==> src/rtl/stks_pkg.sv <==
package stks_pkg;

  localparam int SCORE_W = 16;
  localparam int POS_W   = 10;
  localparam int RANK_W  = 3;
  localparam int K_W     = 3;

  localparam logic [K_W-1:0] K_RESET = 3'd5;

  typedef logic [SCORE_W-1:0] score_t;
  typedef logic [POS_W-1:0]   pos_t;
  typedef logic [RANK_W-1:0]  rank_t;
  typedef logic [K_W-1:0]     k_t;

  typedef struct packed {
    score_t score;
    logic   frame_end;
  } item_t;

  // Both zeros map to the same key, so they compare equal.
  function automatic score_t score_key(input score_t bits);
    score_t mag;
    mag = {1'b0, bits[SCORE_W-2:0]};
    if (bits[SCORE_W-1]) begin
      return 16'h8000 - mag;
    end
    return 16'h8000 + mag;
  endfunction

  function automatic logic is_nan(input score_t bits);
    return (bits[14:10] == 5'h1f) && (bits[9:0] != 10'h000);
  endfunction

endpackage

==> src/rtl/stks_list.sv <==
module stks_list #(
  parameter int TOP_K     = 5,
  parameter int MAX_COUNT = 1024
) (
  input  logic                           clk,
  input  logic                           rst,
  input  logic                           step,
  input  stks_pkg::item_t                item,
  output stks_pkg::score_t               snap_score [TOP_K],
  output stks_pkg::pos_t                 snap_pos [TOP_K],
  output logic [$clog2(TOP_K+1)-1:0]     snap_filled,
  output logic                           snap_ovf
);

  localparam int CNT_W  = $clog2(TOP_K + 1);
  localparam int ITEM_W = $clog2(MAX_COUNT + 1);

  stks_pkg::score_t    best_score [TOP_K];
  stks_pkg::pos_t      best_pos [TOP_K];
  logic [CNT_W-1:0]    filled;
  logic [ITEM_W-1:0]   item_counter;
  logic                overflow_seen;

  logic [ITEM_W-1:0]   item_counter_next;
  logic                at_limit;
  logic                do_insert;
  logic                hit;
  logic                add_new;
  stks_pkg::score_t    key;
  stks_pkg::pos_t      pos;
  logic [TOP_K-1:0]    eq;
  logic [TOP_K-1:0]    gt;

  always_comb begin
    at_limit  = (item_counter == ITEM_W'(MAX_COUNT));
    do_insert = !at_limit && !stks_pkg::is_nan(item.score);
    key       = stks_pkg::score_key(item.score);
    pos       = stks_pkg::POS_W'(item_counter);
    for (int i = 0; i < TOP_K; i++) begin
      eq[i] = (CNT_W'(i) < filled) && (stks_pkg::score_key(best_score[i]) == key);
      gt[i] = (CNT_W'(i) < filled) && (stks_pkg::score_key(best_score[i]) > key);
    end
    hit     = |eq;
    add_new = do_insert && !hit && !gt[TOP_K-1];
    snap_filled = (add_new && (filled < CNT_W'(TOP_K))) ? filled + CNT_W'(1) : filled;
    snap_ovf    = overflow_seen | at_limit;
    item_counter_next = at_limit ? item_counter : item_counter + ITEM_W'(1);
  end

  // The stored list is sorted, so the entries above the new score form a prefix.
  for (genvar j = 0; j < TOP_K; j++) begin : g_entry
    logic is_slot;
    if (j == 0) begin : g_first
      assign is_slot = !gt[0];
    end else begin : g_rest
      assign is_slot = !gt[j] && gt[j-1];
    end

    always_comb begin
      snap_score[j] = best_score[j];
      snap_pos[j]   = best_pos[j];
      if (do_insert && hit) begin
        if (eq[j]) begin
          snap_pos[j] = pos;
        end
      end else if (add_new && !gt[j]) begin
        if (is_slot) begin
          snap_score[j] = item.score;
          snap_pos[j]   = pos;
        end else begin
          snap_score[j] = best_score[(j > 0) ? j - 1 : 0];
          snap_pos[j]   = best_pos[(j > 0) ? j - 1 : 0];
        end
      end
    end
  end

  always_ff @(posedge clk) begin
    if (rst) begin
      filled        <= '0;
      item_counter  <= '0;
      overflow_seen <= 1'b0;
    end else if (step) begin
      if (item.frame_end) begin
        filled        <= '0;
        item_counter  <= '0;
        overflow_seen <= 1'b0;
      end else begin
        filled        <= snap_filled;
        item_counter  <= item_counter_next;
        overflow_seen <= snap_ovf;
      end
    end
  end

  always_ff @(posedge clk) begin
    if (step && !item.frame_end) begin
      best_score <= snap_score;
      best_pos   <= snap_pos;
    end
  end

endmodule

==> src/rtl/streaming_top_k_selector.sv <==
// Streaming top-k selector for half-precision scores.
// Scores enter on the input channel (in_valid, in_stall, score_bits, frame_end),
// one transfer per cycle while in_stall is low. An input register holds each
// item, then its score is compared against all stored entries at once and the
// sorted list is updated; the block sustains one score per cycle when not stalled.
// On the item with frame_end set, the updated list is copied into an output
// buffer and the list is cleared for the next frame. The buffer then presents
// min(k, entries held) results, k being k_in_use clamped to 1..TOP_K, on the
// output channel (out_valid, out_stall), one per cycle while out_stall is low,
// largest first; run_end marks the last one. The first result is presented once
// the frame_end item has left the input register and the buffer has been loaded.
// A frame_end item waits in the input register while the previous frame is
// still draining, and in_stall is raised until the last result is taken.
// Other scores keep flowing while results drain.
// k_in_use is written through cfg_write and cfg_data; the user must do so only
// while the block is idle, which the block itself does not enforce. Reset clears
// the list, the position counter and the output buffer, and sets k_in_use to 5.
module streaming_top_k_selector #(
  parameter int TOP_K     = 5,
  parameter int MAX_COUNT = 1024
) (
  input  logic                    clk,
  input  logic                    rst,
  input  logic                    cfg_write,
  input  stks_pkg::k_t            cfg_data,
  input  logic                    in_valid,
  output logic                    in_stall,
  input  stks_pkg::score_t        score_bits,
  input  logic                    frame_end,
  output logic                    out_valid,
  input  logic                    out_stall,
  output stks_pkg::rank_t         rank,
  output stks_pkg::pos_t          position,
  output stks_pkg::score_t        top_score_bits,
  output logic                    run_end,
  output logic                    overflowed
);

  localparam int CNT_W = $clog2(TOP_K + 1);

  stks_pkg::k_t      k_in_use;
  logic              s0_valid;
  stks_pkg::item_t   s0_item;
  logic              s0_go;
  logic              step;
  logic              out_xfer;

  stks_pkg::score_t  snap_score [TOP_K];
  stks_pkg::pos_t    snap_pos [TOP_K];
  logic [CNT_W-1:0]  snap_filled;
  logic              snap_ovf;
  logic [CNT_W-1:0]  k_eff;
  logic [CNT_W-1:0]  emit_count;

  stks_pkg::score_t  dump_score [TOP_K];
  stks_pkg::pos_t    dump_pos [TOP_K];
  logic [CNT_W-1:0]  dump_left;
  stks_pkg::rank_t   dump_rank;
  logic              dump_ovf;

  stks_list #(
    .TOP_K     (TOP_K),
    .MAX_COUNT (MAX_COUNT)
  ) u_list (
    .clk         (clk),
    .rst         (rst),
    .step        (step),
    .item        (s0_item),
    .snap_score  (snap_score),
    .snap_pos    (snap_pos),
    .snap_filled (snap_filled),
    .snap_ovf    (snap_ovf)
  );

  always_comb begin
    out_xfer = out_valid && !out_stall;
    s0_go    = !(s0_item.frame_end && (dump_left != '0) &&
                 !((dump_left == CNT_W'(1)) && out_xfer));
    step     = s0_valid && s0_go;
    in_stall = s0_valid && !s0_go;

    if (k_in_use == '0) begin
      k_eff = CNT_W'(1);
    end else if (int'(k_in_use) > TOP_K) begin
      k_eff = CNT_W'(TOP_K);
    end else begin
      k_eff = CNT_W'(k_in_use);
    end
    emit_count = (snap_filled < k_eff) ? snap_filled : k_eff;
  end

  always_ff @(posedge clk) begin
    if (rst) begin
      k_in_use <= stks_pkg::K_RESET;
      s0_valid <= 1'b0;
    end else begin
      if (cfg_write) begin
        k_in_use <= cfg_data;
      end
      if (in_valid && !in_stall) begin
        s0_valid <= 1'b1;
      end else if (step) begin
        s0_valid <= 1'b0;
      end
    end
  end

  always_ff @(posedge clk) begin
    if (in_valid && !in_stall) begin
      s0_item <= '{score: score_bits, frame_end: frame_end};
    end
  end

  always_ff @(posedge clk) begin
    if (rst) begin
      dump_left <= '0;
      dump_rank <= stks_pkg::RANK_W'(1);
      dump_ovf  <= 1'b0;
    end else if (step && s0_item.frame_end) begin
      dump_left <= emit_count;
      dump_rank <= stks_pkg::RANK_W'(1);
      dump_ovf  <= snap_ovf;
    end else if (out_xfer) begin
      dump_left <= dump_left - CNT_W'(1);
      dump_rank <= dump_rank + stks_pkg::RANK_W'(1);
    end
  end

  always_ff @(posedge clk) begin
    if (step && s0_item.frame_end) begin
      dump_score <= snap_score;
      dump_pos   <= snap_pos;
    end else if (out_xfer) begin
      for (int j = 0; j < TOP_K - 1; j++) begin
        dump_score[j] <= dump_score[j+1];
        dump_pos[j]   <= dump_pos[j+1];
      end
    end
  end

  assign out_valid      = (dump_left != '0);
  assign rank           = dump_rank;
  assign position       = dump_pos[0];
  assign top_score_bits = dump_score[0];
  assign run_end        = (dump_left == CNT_W'(1));
  assign overflowed     = dump_ovf;

endmodule

==> config.mk <==
export PLATFORM = sky130hd
export DESIGN_NAME = streaming_top_k_selector
export DESIGN_NICKNAME = d
export VERILOG_FILES = /design/src/rtl/stks_pkg.sv /design/src/rtl/stks_list.sv /design/src/rtl/streaming_top_k_selector.sv
export SDC_FILE = /design/constraint.sdc
export NUM_CORES = 1
export LEC_CHECK = 0
export ABC_AREA = 1
export BUFFER_PORTS_ARGS = -buffer_cell sky130_fd_sc_hd__buf_2
export CAP_MARGIN = 25
export CORE_UTILIZATION = 63
export CTS_BUF_LIST = sky130_fd_sc_hd__clkbuf_16
export CTS_CLUSTER_DIAMETER = 80
export CTS_CLUSTER_SIZE = 20
export DETAILED_ROUTE_END_ITERATION = 10
export PLACE_DENSITY = 0.8
export SETUP_SLACK_MARGIN = 0.05
export SLEW_MARGIN = 10
export SYNTH_ARGS = -nofsm -noshare
export SYNTH_HDL_FRONTEND = slang
export SYNTH_SLANG_ARGS = --single-unit
==> constraint.sdc <==
create_clock -name clk -period 8.8 [get_ports clk]
set_clock_uncertainty 0.1 [all_clocks]
set_input_delay 1.76 -clock clk [delete_from_list [all_inputs] [get_ports clk]]
set_output_delay 1.76 -clock clk [all_outputs]
set_load 0.005 [all_outputs]
# Word-level counts from Yosys, hierarchy flattened
# Index checks and enable logic that the tools add are counted.
# totals
reg_bits	303
input_bits	25
elab_cells	193
# classes
muxes	69
n_eq_ne	9
magnitude_cmp	13
n_reduce_logical	55
bitwise	1
add_sub_neg	16
# ops
cell	count
2-to-1 mux 16 bit	27
2-to-1 mux 10 bit	20
2-to-1 mux 64 bit	2
adder 16 x 15 -> 16 bit (first input constant)	6
subtractor 16 x 15 -> 16 bit (first input constant)	6
== test 16 bit	5
greater-than comparator 16 bit	5
2-to-1 mux 40 bit	2
logical AND 1 bit	34
2-to-1 mux 11 bit	2
2-to-1 mux 3 bit	7
zero test 1 bit	13
adder 11 x 1 -> 11 bit (second input constant)	1
== test 11 bit (second input constant)	1
nonzero test 10 bit	1
2-to-1 mux 1 bit	9
adder 3 x 1 -> 3 bit (second input constant)	2
less-than comparator 1 x 3 -> 1 bit (first input constant)	2
less-than comparator 2 x 3 -> 1 bit (first input constant)	2
== test 5 bit (second input constant)	1
OR reduction 5 bit	1
nonzero test 2 bit	2
== test 3 x 1 -> 1 bit (second input constant)	1
greater-than comparator 3 bit (second input constant)	1
other kinds (10)	10

# Depth between registers and ports, before layout
# Gate-level depths: netlist of run 1.
# depth
ltp_word	14
mapped_depth	31

# By module
# From an unflattened synthesis of run 1, not the netlist that was laid out.
# hier_totals
hier_cells	2320
area_unflattened_um2	18896.9
# by_module_without_submodules
mod	cells_per_inst	n_inst	area_per_inst_um2	seq_area_each_um2
stks_list	1714	1	12328.1	4204.0
streaming_top_k_selector	606	1	6568.8	4634.4

# Worst setup path before layout of run 1
# OpenSTA, ideal clock, no wires.
# synth_path
path_type	reg2reg
start	register s0_item[0] (netlist bit)
end	register u_list.item_counter[0]
n_path_buf	0
path_stages_with_launch	4
setup_time_ps	82
arrival_time_ps	6543
path_slack_ps	2075
required_time_ps	8618
cell_sequence	edfxtp_1 nor2_1 a21oi_1 nor2_1
# synth_between
elab_chain_cells	5
# synth_lines
element	line	rtl
from (decl)	streaming_top_k_selector.sv:43	stks_pkg::item_t s0_item;
from (signal assigned)	streaming_top_k_selector.sv:110	s0_item <= '{score: score_bits, frame_end: frame_end};
logical AND 1 bit (2 in series)	streaming_top_k_selector.sv:77	s0_go = !(s0_item.frame_end && (dump_left != '0) &&
zero test 1 bit	streaming_top_k_selector.sv:77	
logical AND 1 bit	streaming_top_k_selector.sv:79	step = s0_valid && s0_go;
AND reduction 2 bit (no source line)	--	
to (signal assigned)	stks_list.sv:90	item_counter <= item_counter_next;
to (decl)	stks_list.sv:21	logic [ITEM_W-1:0] item_counter;
# Parallel ways exist; a longest one is shown, timed or not.
# A chain may end at the register's enable or synchronous reset.

==> flow_summary.yaml, run 1 <==
sta:
  fin_setup_tns_ns: 0
  finalCritPeriodShare_pct: 71.2
  fin_worst_hold_slack_ns: 0.372
  timing_worst_slew_pin_value_ns: 0.987
  fin_crit_ns: 6.27
  rsz0062_at_grt: "false"
  timing.fmax_ghz: 0.160
  timing.final.setup_violations: 0
  final_hold_viol_count: 0
  timing.max_slew.rel_slack_pct: 34.2
  slew_viol_final: 0
clocking:
  cts-root-buf: "clkbuf_16"
  cts_tree: "yes"
  clk_pin_slew_ns: 0.08
  ctsResizeCount: 0
  cts_max_level: 1
  post_cts.repair.setup_buffers: 0
  clock_sinks: 303
  cts.hold.buffers_added: 0
  cts_buffers: 19
  clock_latency_of_the_later_clocked_register_in_the_worst_skew_pair_ns: 0.55
  ctsLongestPathBuffers: 3
grt:
  grt_max_degree: 77
  grt_pass1_wl_um: 84300
  grt_pass1_vias: 15400
  grt-ovfl-total: 0
  grt_util_all_layers_pct: 35.4
  antenna_violations_before_repair: 0
critical_path:
  r2r_end: "position[3]"
  start_kind: "flip-flop"
  register_to_register_path_setup_slack_ns: 2.53
  reg2reg_depth: 24
  worst_r2r_src: "s0_item[1]"
  crit_end: "position[3]"
  timing.critical_path.required_ns: 8.98
  worstPathArrival_ns: 6.45
  setup.worst_path.class: "flip-flop to flip-flop"
  critPathMaxFanout: 43
  timing.critical_path.from: "s0_item[1]"
  critPathCaptureType: "flip-flop"
logic_synthesis:
  yosysWarnings: 0
  post_synth_top_flop: "edfxtp_1"
  avgSynthCellArea_um2: 8.30
  mapped_cells: 2262
  post_synthesis_instance_area_mm2: 0.0188
  ys_seq_elements: 303
  synth-edff-count: 277
  yosys.cell_types.count: 55
  synth_sequential_area_ratio_pct: 47.0
  synth.net_count: 2369
  asyncSetResetFlopFracSynth_pct: 0
final_layout:
  final_core_density_pct: 67.7
  multi_input_comb_area_mm2: 0.00860
  fin_nets: 2338
  layout-area-overhead-vs-synth_pct: 4.58
  layout.filler_cells: 2443
  sequential_cell_area_mm2: 0.00884
  postLayoutCellArea_mm2: 0.0196
  drive_gt1_share_pct: 7.06
  antenna_cells: 0
floorplan:
  dieHeight_um: 175
  floorplan.io_pins: 58
  start_util_pct: 64.7
  core.rowCount: 62
  core_region_area_mm2: 0.0290
  dieArea_mm2: 0.0305
  die_w_um: 175
pwr:
  p_leak_nw: 8.24
  areal_power_density_over_the_cells_mw_per_mm2: 187
  max-vdd-ir-drop_v: 0.000228
drt:
  routed-via-count: 16400
  detail_route.wirelength_um: 53800
  route.detailed.drc: 0
  vias_per_cell: 6.25
  per_cell_routed_wire_length_um: 20.5
  drt_first_pass_iters: 8
  drt-initial-drc-count: 2503
  drtAntennaViolNets: 0
placement:
  gp_routability_congestion: 0.997
  hpwl_um: 38300
  io_buffer_count: 57
  placed_cell_area_mm2: 0.0190
min_path:
  min-delay-path-class: "flip-flop to flip-flop"
flow_run:
  number_of_violations_of_the_max_capacitance_limit: 0
run_status:
  run_status: "completed"
-- cell usage after synthesis, types with 21 or more instances --
cell	n	share of area, %
dfxtp_1	26	2.8
nand3_1	90	2.4
o211ai_1	32	1.3
edfxtp_1	277	44
nor2_1	153	3.1
ha_1	82	5.5
nand2_1	643	13
nor3_1	21	0.56
o21ai_0	159	4.2
o21ai_1	71	1.9
clkbuf_1	52	1.0
buf_2	26	0.69
a21oi_1	188	5.0
buf_4	30	1.2
inv_1	165	3.3
xor2_1	63	2.9
-- state kept, by name, summed over array words and instances (netlist names) --
signal	count
u_list.item_counter	11
u_list.best_score	80
s0_valid	1
u_list.filled	3
k_in_use	3
overflowed	1
u_list.overflow_seen	1
position	10
dump_score	64
rank	3
s0_item	17
dump_pos	40
dump_left	3
top_score_bits	16
u_list.best_pos	50
-- report_power, final --
group | internal (mW) | total, mW | switching, mW | leakage [nW]
logic | 0.255 | 0.810 | 0.555 | 5.14
clock network | 0.426 | 0.919 | 0.494 | 0.296
registers | 1.84 | 1.95 | 0.107 | 2.80
-- layout by cell type (no fill, tap or decap), types with 10 or more instances in the layout --
cell / Yosys / routed
nand2_1: 643 / 643
edfxtp_1: 277 / 277
a21oi_1: 188 / 188
inv_1: 165 / 170
o21ai_0: 159 / 159
nor2_1: 153 / 151
nand3_1: 90 / 90
ha_1: 82 / 82
o21ai_1: 71 / 70
xor2_1: 63 / 63
buf_2: 26 / 57
o211ai_1: 32 / 32
dfxtp_1: 26 / 26
nor3_1: 21 / 21
clkbuf_16: 0 / 19
nand4_1: 17 / 17
a31oi_1: 16 / 16
and2_1: 11 / 11
a21oi_2: 11 / 11
buf_4: 30 / 11
inv_2: 10 / 10
clkinv_1: 10 / 10
-- kinds of logic after synthesis --
group,Yosys count,share of synthesized area (%)
xor+xnor,67,3.12
flops,303,47.0
compound gates,526,15.7
fa+ha+maj,82,5.46
buf+inv,313,7.26
simple gates,971,21.4
-- routing by layer --
| metal | GRT usage [%] | vias to the layer above | share of wire [%] |
|---|---|---|---|
| met1 | 52.1 | 7619 | 42 |
| met3 | 6.42 | 124 | 12 |
| met2 | 53.3 | 1012 | 43 |
| met5 | 0 | - | 0 |
| met4 | 10.8 | 0 | 3.0 |
| li1 | - | 7632 | - |
-- metrics by stage --
step	setup WS, ns	std cells	power, mW
2_1_floorplan	2.08	2262	2.54
3_3_place_gp	2.85	2591	2.74
3_5_place_dp	2.63	2592	2.77
4_1_cts	2.58	2621	3.67
5_1_grt	2.04	2623	3.84
6_report	2.53	2623	3.68
-- worst min-delay path by stage --
stage	from	endpoint	slack, ns	cells after the start
after floorplan	k_in_use[0]	k_in_use[0]	0.33	2
after global placement	u_list.overflow_seen	u_list.overflow_seen	0.35	2
after detailed placement	u_list.overflow_seen	u_list.overflow_seen	0.37	2
after CTS	k_in_use[0]	k_in_use[0]	0.38	2
after global routing	rank[2]	rank[2]	0.41	2
final	k_in_use[0]	k_in_use[0]	0.37	2
-- layout make-up --
cell class	instances	area share [%]
Inverter	190	3.71
Clock inverter	10	0.389
Tap cell	384	2.45
Multi-Input combinational cell	1646	43.8
Sequential cell	303	45.0
Clock buffer	19	2.42
Timing Repair Buffer	71	2.25
-- critical path, stage by stage, from the launching register on --
cell,delay [ns]
edfxtp_1,0.57
inv_1,0.20
ha_1,0.25
nand2_1,0.12
nor2_2,0.06
nand2_2,0.08
inv_1,0.05
a31oi_1,0.23
xor2_1,0.49
ha_1,0.24
nand2_1,0.05
nor4_1,0.20
nand3_1,0.12
nor2_1,0.09
nand4_1,0.68
nand3_2,0.36
nor2_4,0.09
nand2_4,0.38
inv_4,0.26
nand2_2,0.68
inv_2,0.26
nand2_1,0.14
a31oi_1,0.11
nand2_1,0.09
nand2_1,0.06
Note: power is estimated with default switching activity, not from simulation.
==> run 2: changes to the inputs <==
- clock period: 8.8 -> 5.85 ns (I/O delays scaled with it)
==> run 2 against run 1 <==
Compared with the run above:
- non-clock buffer count is 19 higher
- core utilization up 0.69 points
- cell count increased by 0.95%
- die area stayed put
- wire length down 1.1%
- combinational power up 51%
- largest cell class unchanged
- largest power group unchanged
- highest routed layer unchanged
==> flow_summary.yaml, run 2 (synthesized netlist as in run 1, its figures left out) <==
critical_path:
  start_kind: "flip-flop"
  critPathMaxFanout: 26
  setup.worst_path.class: "flip-flop to flip-flop"
  timing.critical_path.required_ns: 6.14
  worst_r2r_src: "s0_item[2]"
  reg2reg_depth: 26
  register_to_register_path_setup_slack_ns: 0.77
  r2r_end: "dump_score[20]"
  timing.critical_path.from: "s0_item[2]"
  crit_end: "dump_score[20]"
  worstPathArrival_ns: 5.37
  critPathCaptureType: "flip-flop"
clocking:
  post_cts.repair.setup_buffers: 0
  cts_tree: "yes"
  clk_pin_slew_ns: 0.09
  ctsResizeCount: 0
  cts_max_level: 1
  clock_latency_of_the_later_clocked_register_in_the_worst_skew_pair_ns: 0.54
  cts-root-buf: "clkbuf_16"
  ctsLongestPathBuffers: 3
  cts_buffers: 20
  clock_sinks: 303
  cts.hold.buffers_added: 0
grt:
  grt_max_degree: 86
  grt_util_all_layers_pct: 35.2
  grt_pass1_vias: 15200
  grt-ovfl-total: 0
  antenna_violations_before_repair: 1
  grt_pass1_wl_um: 83700
drt:
  drtAntennaViolNets: 0
  vias_per_cell: 6.20
  drt_first_pass_iters: 7
  routed-via-count: 16400
  detail_route.wirelength_um: 53200
  per_cell_routed_wire_length_um: 20.1
  route.detailed.drc: 0
  drt-initial-drc-count: 2371
sta:
  fin_setup_tns_ns: 0
  timing.max_slew.rel_slack_pct: 31.8
  rsz0062_at_grt: "false"
  final_hold_viol_count: 0
  fin_worst_hold_slack_ns: 0.368
  timing.fmax_ghz: 0.197
  timing.final.setup_violations: 0
  finalCritPeriodShare_pct: 86.8
  timing_worst_slew_pin_value_ns: 1.02
  slew_viol_final: 0
  fin_crit_ns: 5.08
final_layout:
  postLayoutCellArea_mm2: 0.0198
  mostFrequentLayoutCells: "nand2_1, edfxtp_1, a21oi_1"
  multi_input_comb_area_mm2: 0.00860
  largest_register_ffs: 80
  layout.cells.most_common: "nand2_1"
  largestRegisters: "u_list.best_score (80), dump_score (64), u_list.best_pos (50)"
  antenna_cells: 0
  largest_register: "u_list.best_score"
  sequential_cell_area_mm2: 0.00884
  fin_nets: 2358
  drive_gt1_share_pct: 8.08
  layout-area-overhead-vs-synth_pct: 5.64
  layout.filler_cells: 2377
pwr:
  areal_power_density_over_the_cells_mw_per_mm2: 283
  max-vdd-ir-drop_v: 0.000306
  fin_total_pwr_mw: 5.62
  p_leak_nw: 8.36
floorplan:
  core.rowCount: 62
  floorplan.io_pins: 58
  start_util_pct: 64.7
  dieHeight_um: 175
  die_w_um: 175
  core_region_area_mm2: 0.0290
  dieArea_mm2: 0.0305
flow_run:
  number_of_violations_of_the_max_capacitance_limit: 0
min_path:
  min-delay-path-class: "flip-flop to flip-flop"
placement:
  io_buffer_count: 57
  gp_routability_congestion: 0.995
  hpwl_um: 38600
  placed_cell_area_mm2: 0.0192
run_status:
  run_status: "completed"
==> run 2: per-stage QoR <==
step                utilization, %  setup slack [ns]  instances
global route                  68.4             0.402       2648
detailed placement            66.2             0.922       2613
finish                        68.4             0.772       2648
floorplan                        -              1.25       2262
CTS                           68.4             0.877       2648
global placement              66.2              1.08       2612
==> run 2: area by class of cell <==
type                    count  area share [%]
clock buffers              23            2.90
multi-input cells        1646            43.3
inverters                 190            3.68
flip-flops and latches    303            44.5
clock inverters            12           0.322
well taps                 384            2.42
repair buffers             90            2.80
==> run 2: report_power, final <==
group | switching [mW] | internal (mW)
logic | 0.830 | 0.391
registers | 0.150 | 2.77
clock network | 0.766 | 0.714
==> run 2: worst max-delay path, stage by stage, from the launching register on <==
cell      delay (ns)
edfxtp_1        0.46
inv_1           0.19
ha_1            0.20
nand2_1         0.10
nor2_2          0.14
nand2_2         0.10
inv_1           0.08
a41oi_1         0.12
xor2_1          0.53
ha_1            0.23
nand2_1         0.06
inv_1           0.05
nand3_1         0.08
nor3_1          0.19
nand4_2         0.16
nor2_1          0.16
nor2_1          0.10
a21oi_4         0.23
nand2_4         0.20
inv_4           0.31
nand2_4         0.18
buf_4           0.26
a21oi_1         0.17
o21ai_0         0.12
o21ai_1         0.14
nand2_1         0.07
nand2_1         0.16
==> run 2: worst min-delay path by stage <==
| stage | start | endpoint | slack, ns | cells past startpoint |
|---|---|---|---|---|
| after floorplan | k_in_use[0] | k_in_use[0] | 0.33 | 2 |
| after global placement | k_in_use[0] | k_in_use[0] | 0.34 | 2 |
| after detailed placement | k_in_use[0] | k_in_use[0] | 0.36 | 2 |
| after CTS | k_in_use[0] | k_in_use[0] | 0.37 | 2 |
| after global routing | rank[2] | rank[2] | 0.41 | 2 |
| final | k_in_use[0] | k_in_use[0] | 0.37 | 2 |
==> run 2: layer usage <==
layer | vias to the layer above | track usage [%] | share of wire [%]
li1 | 7673 | - | -
met1 | 7608 | 53.1 | 43
met2 | 1053 | 51.8 | 43
met3 | 95 | 6.96 | 13
met4 | 0 | 8.77 | 2.2
met5 | - | 0 | 0
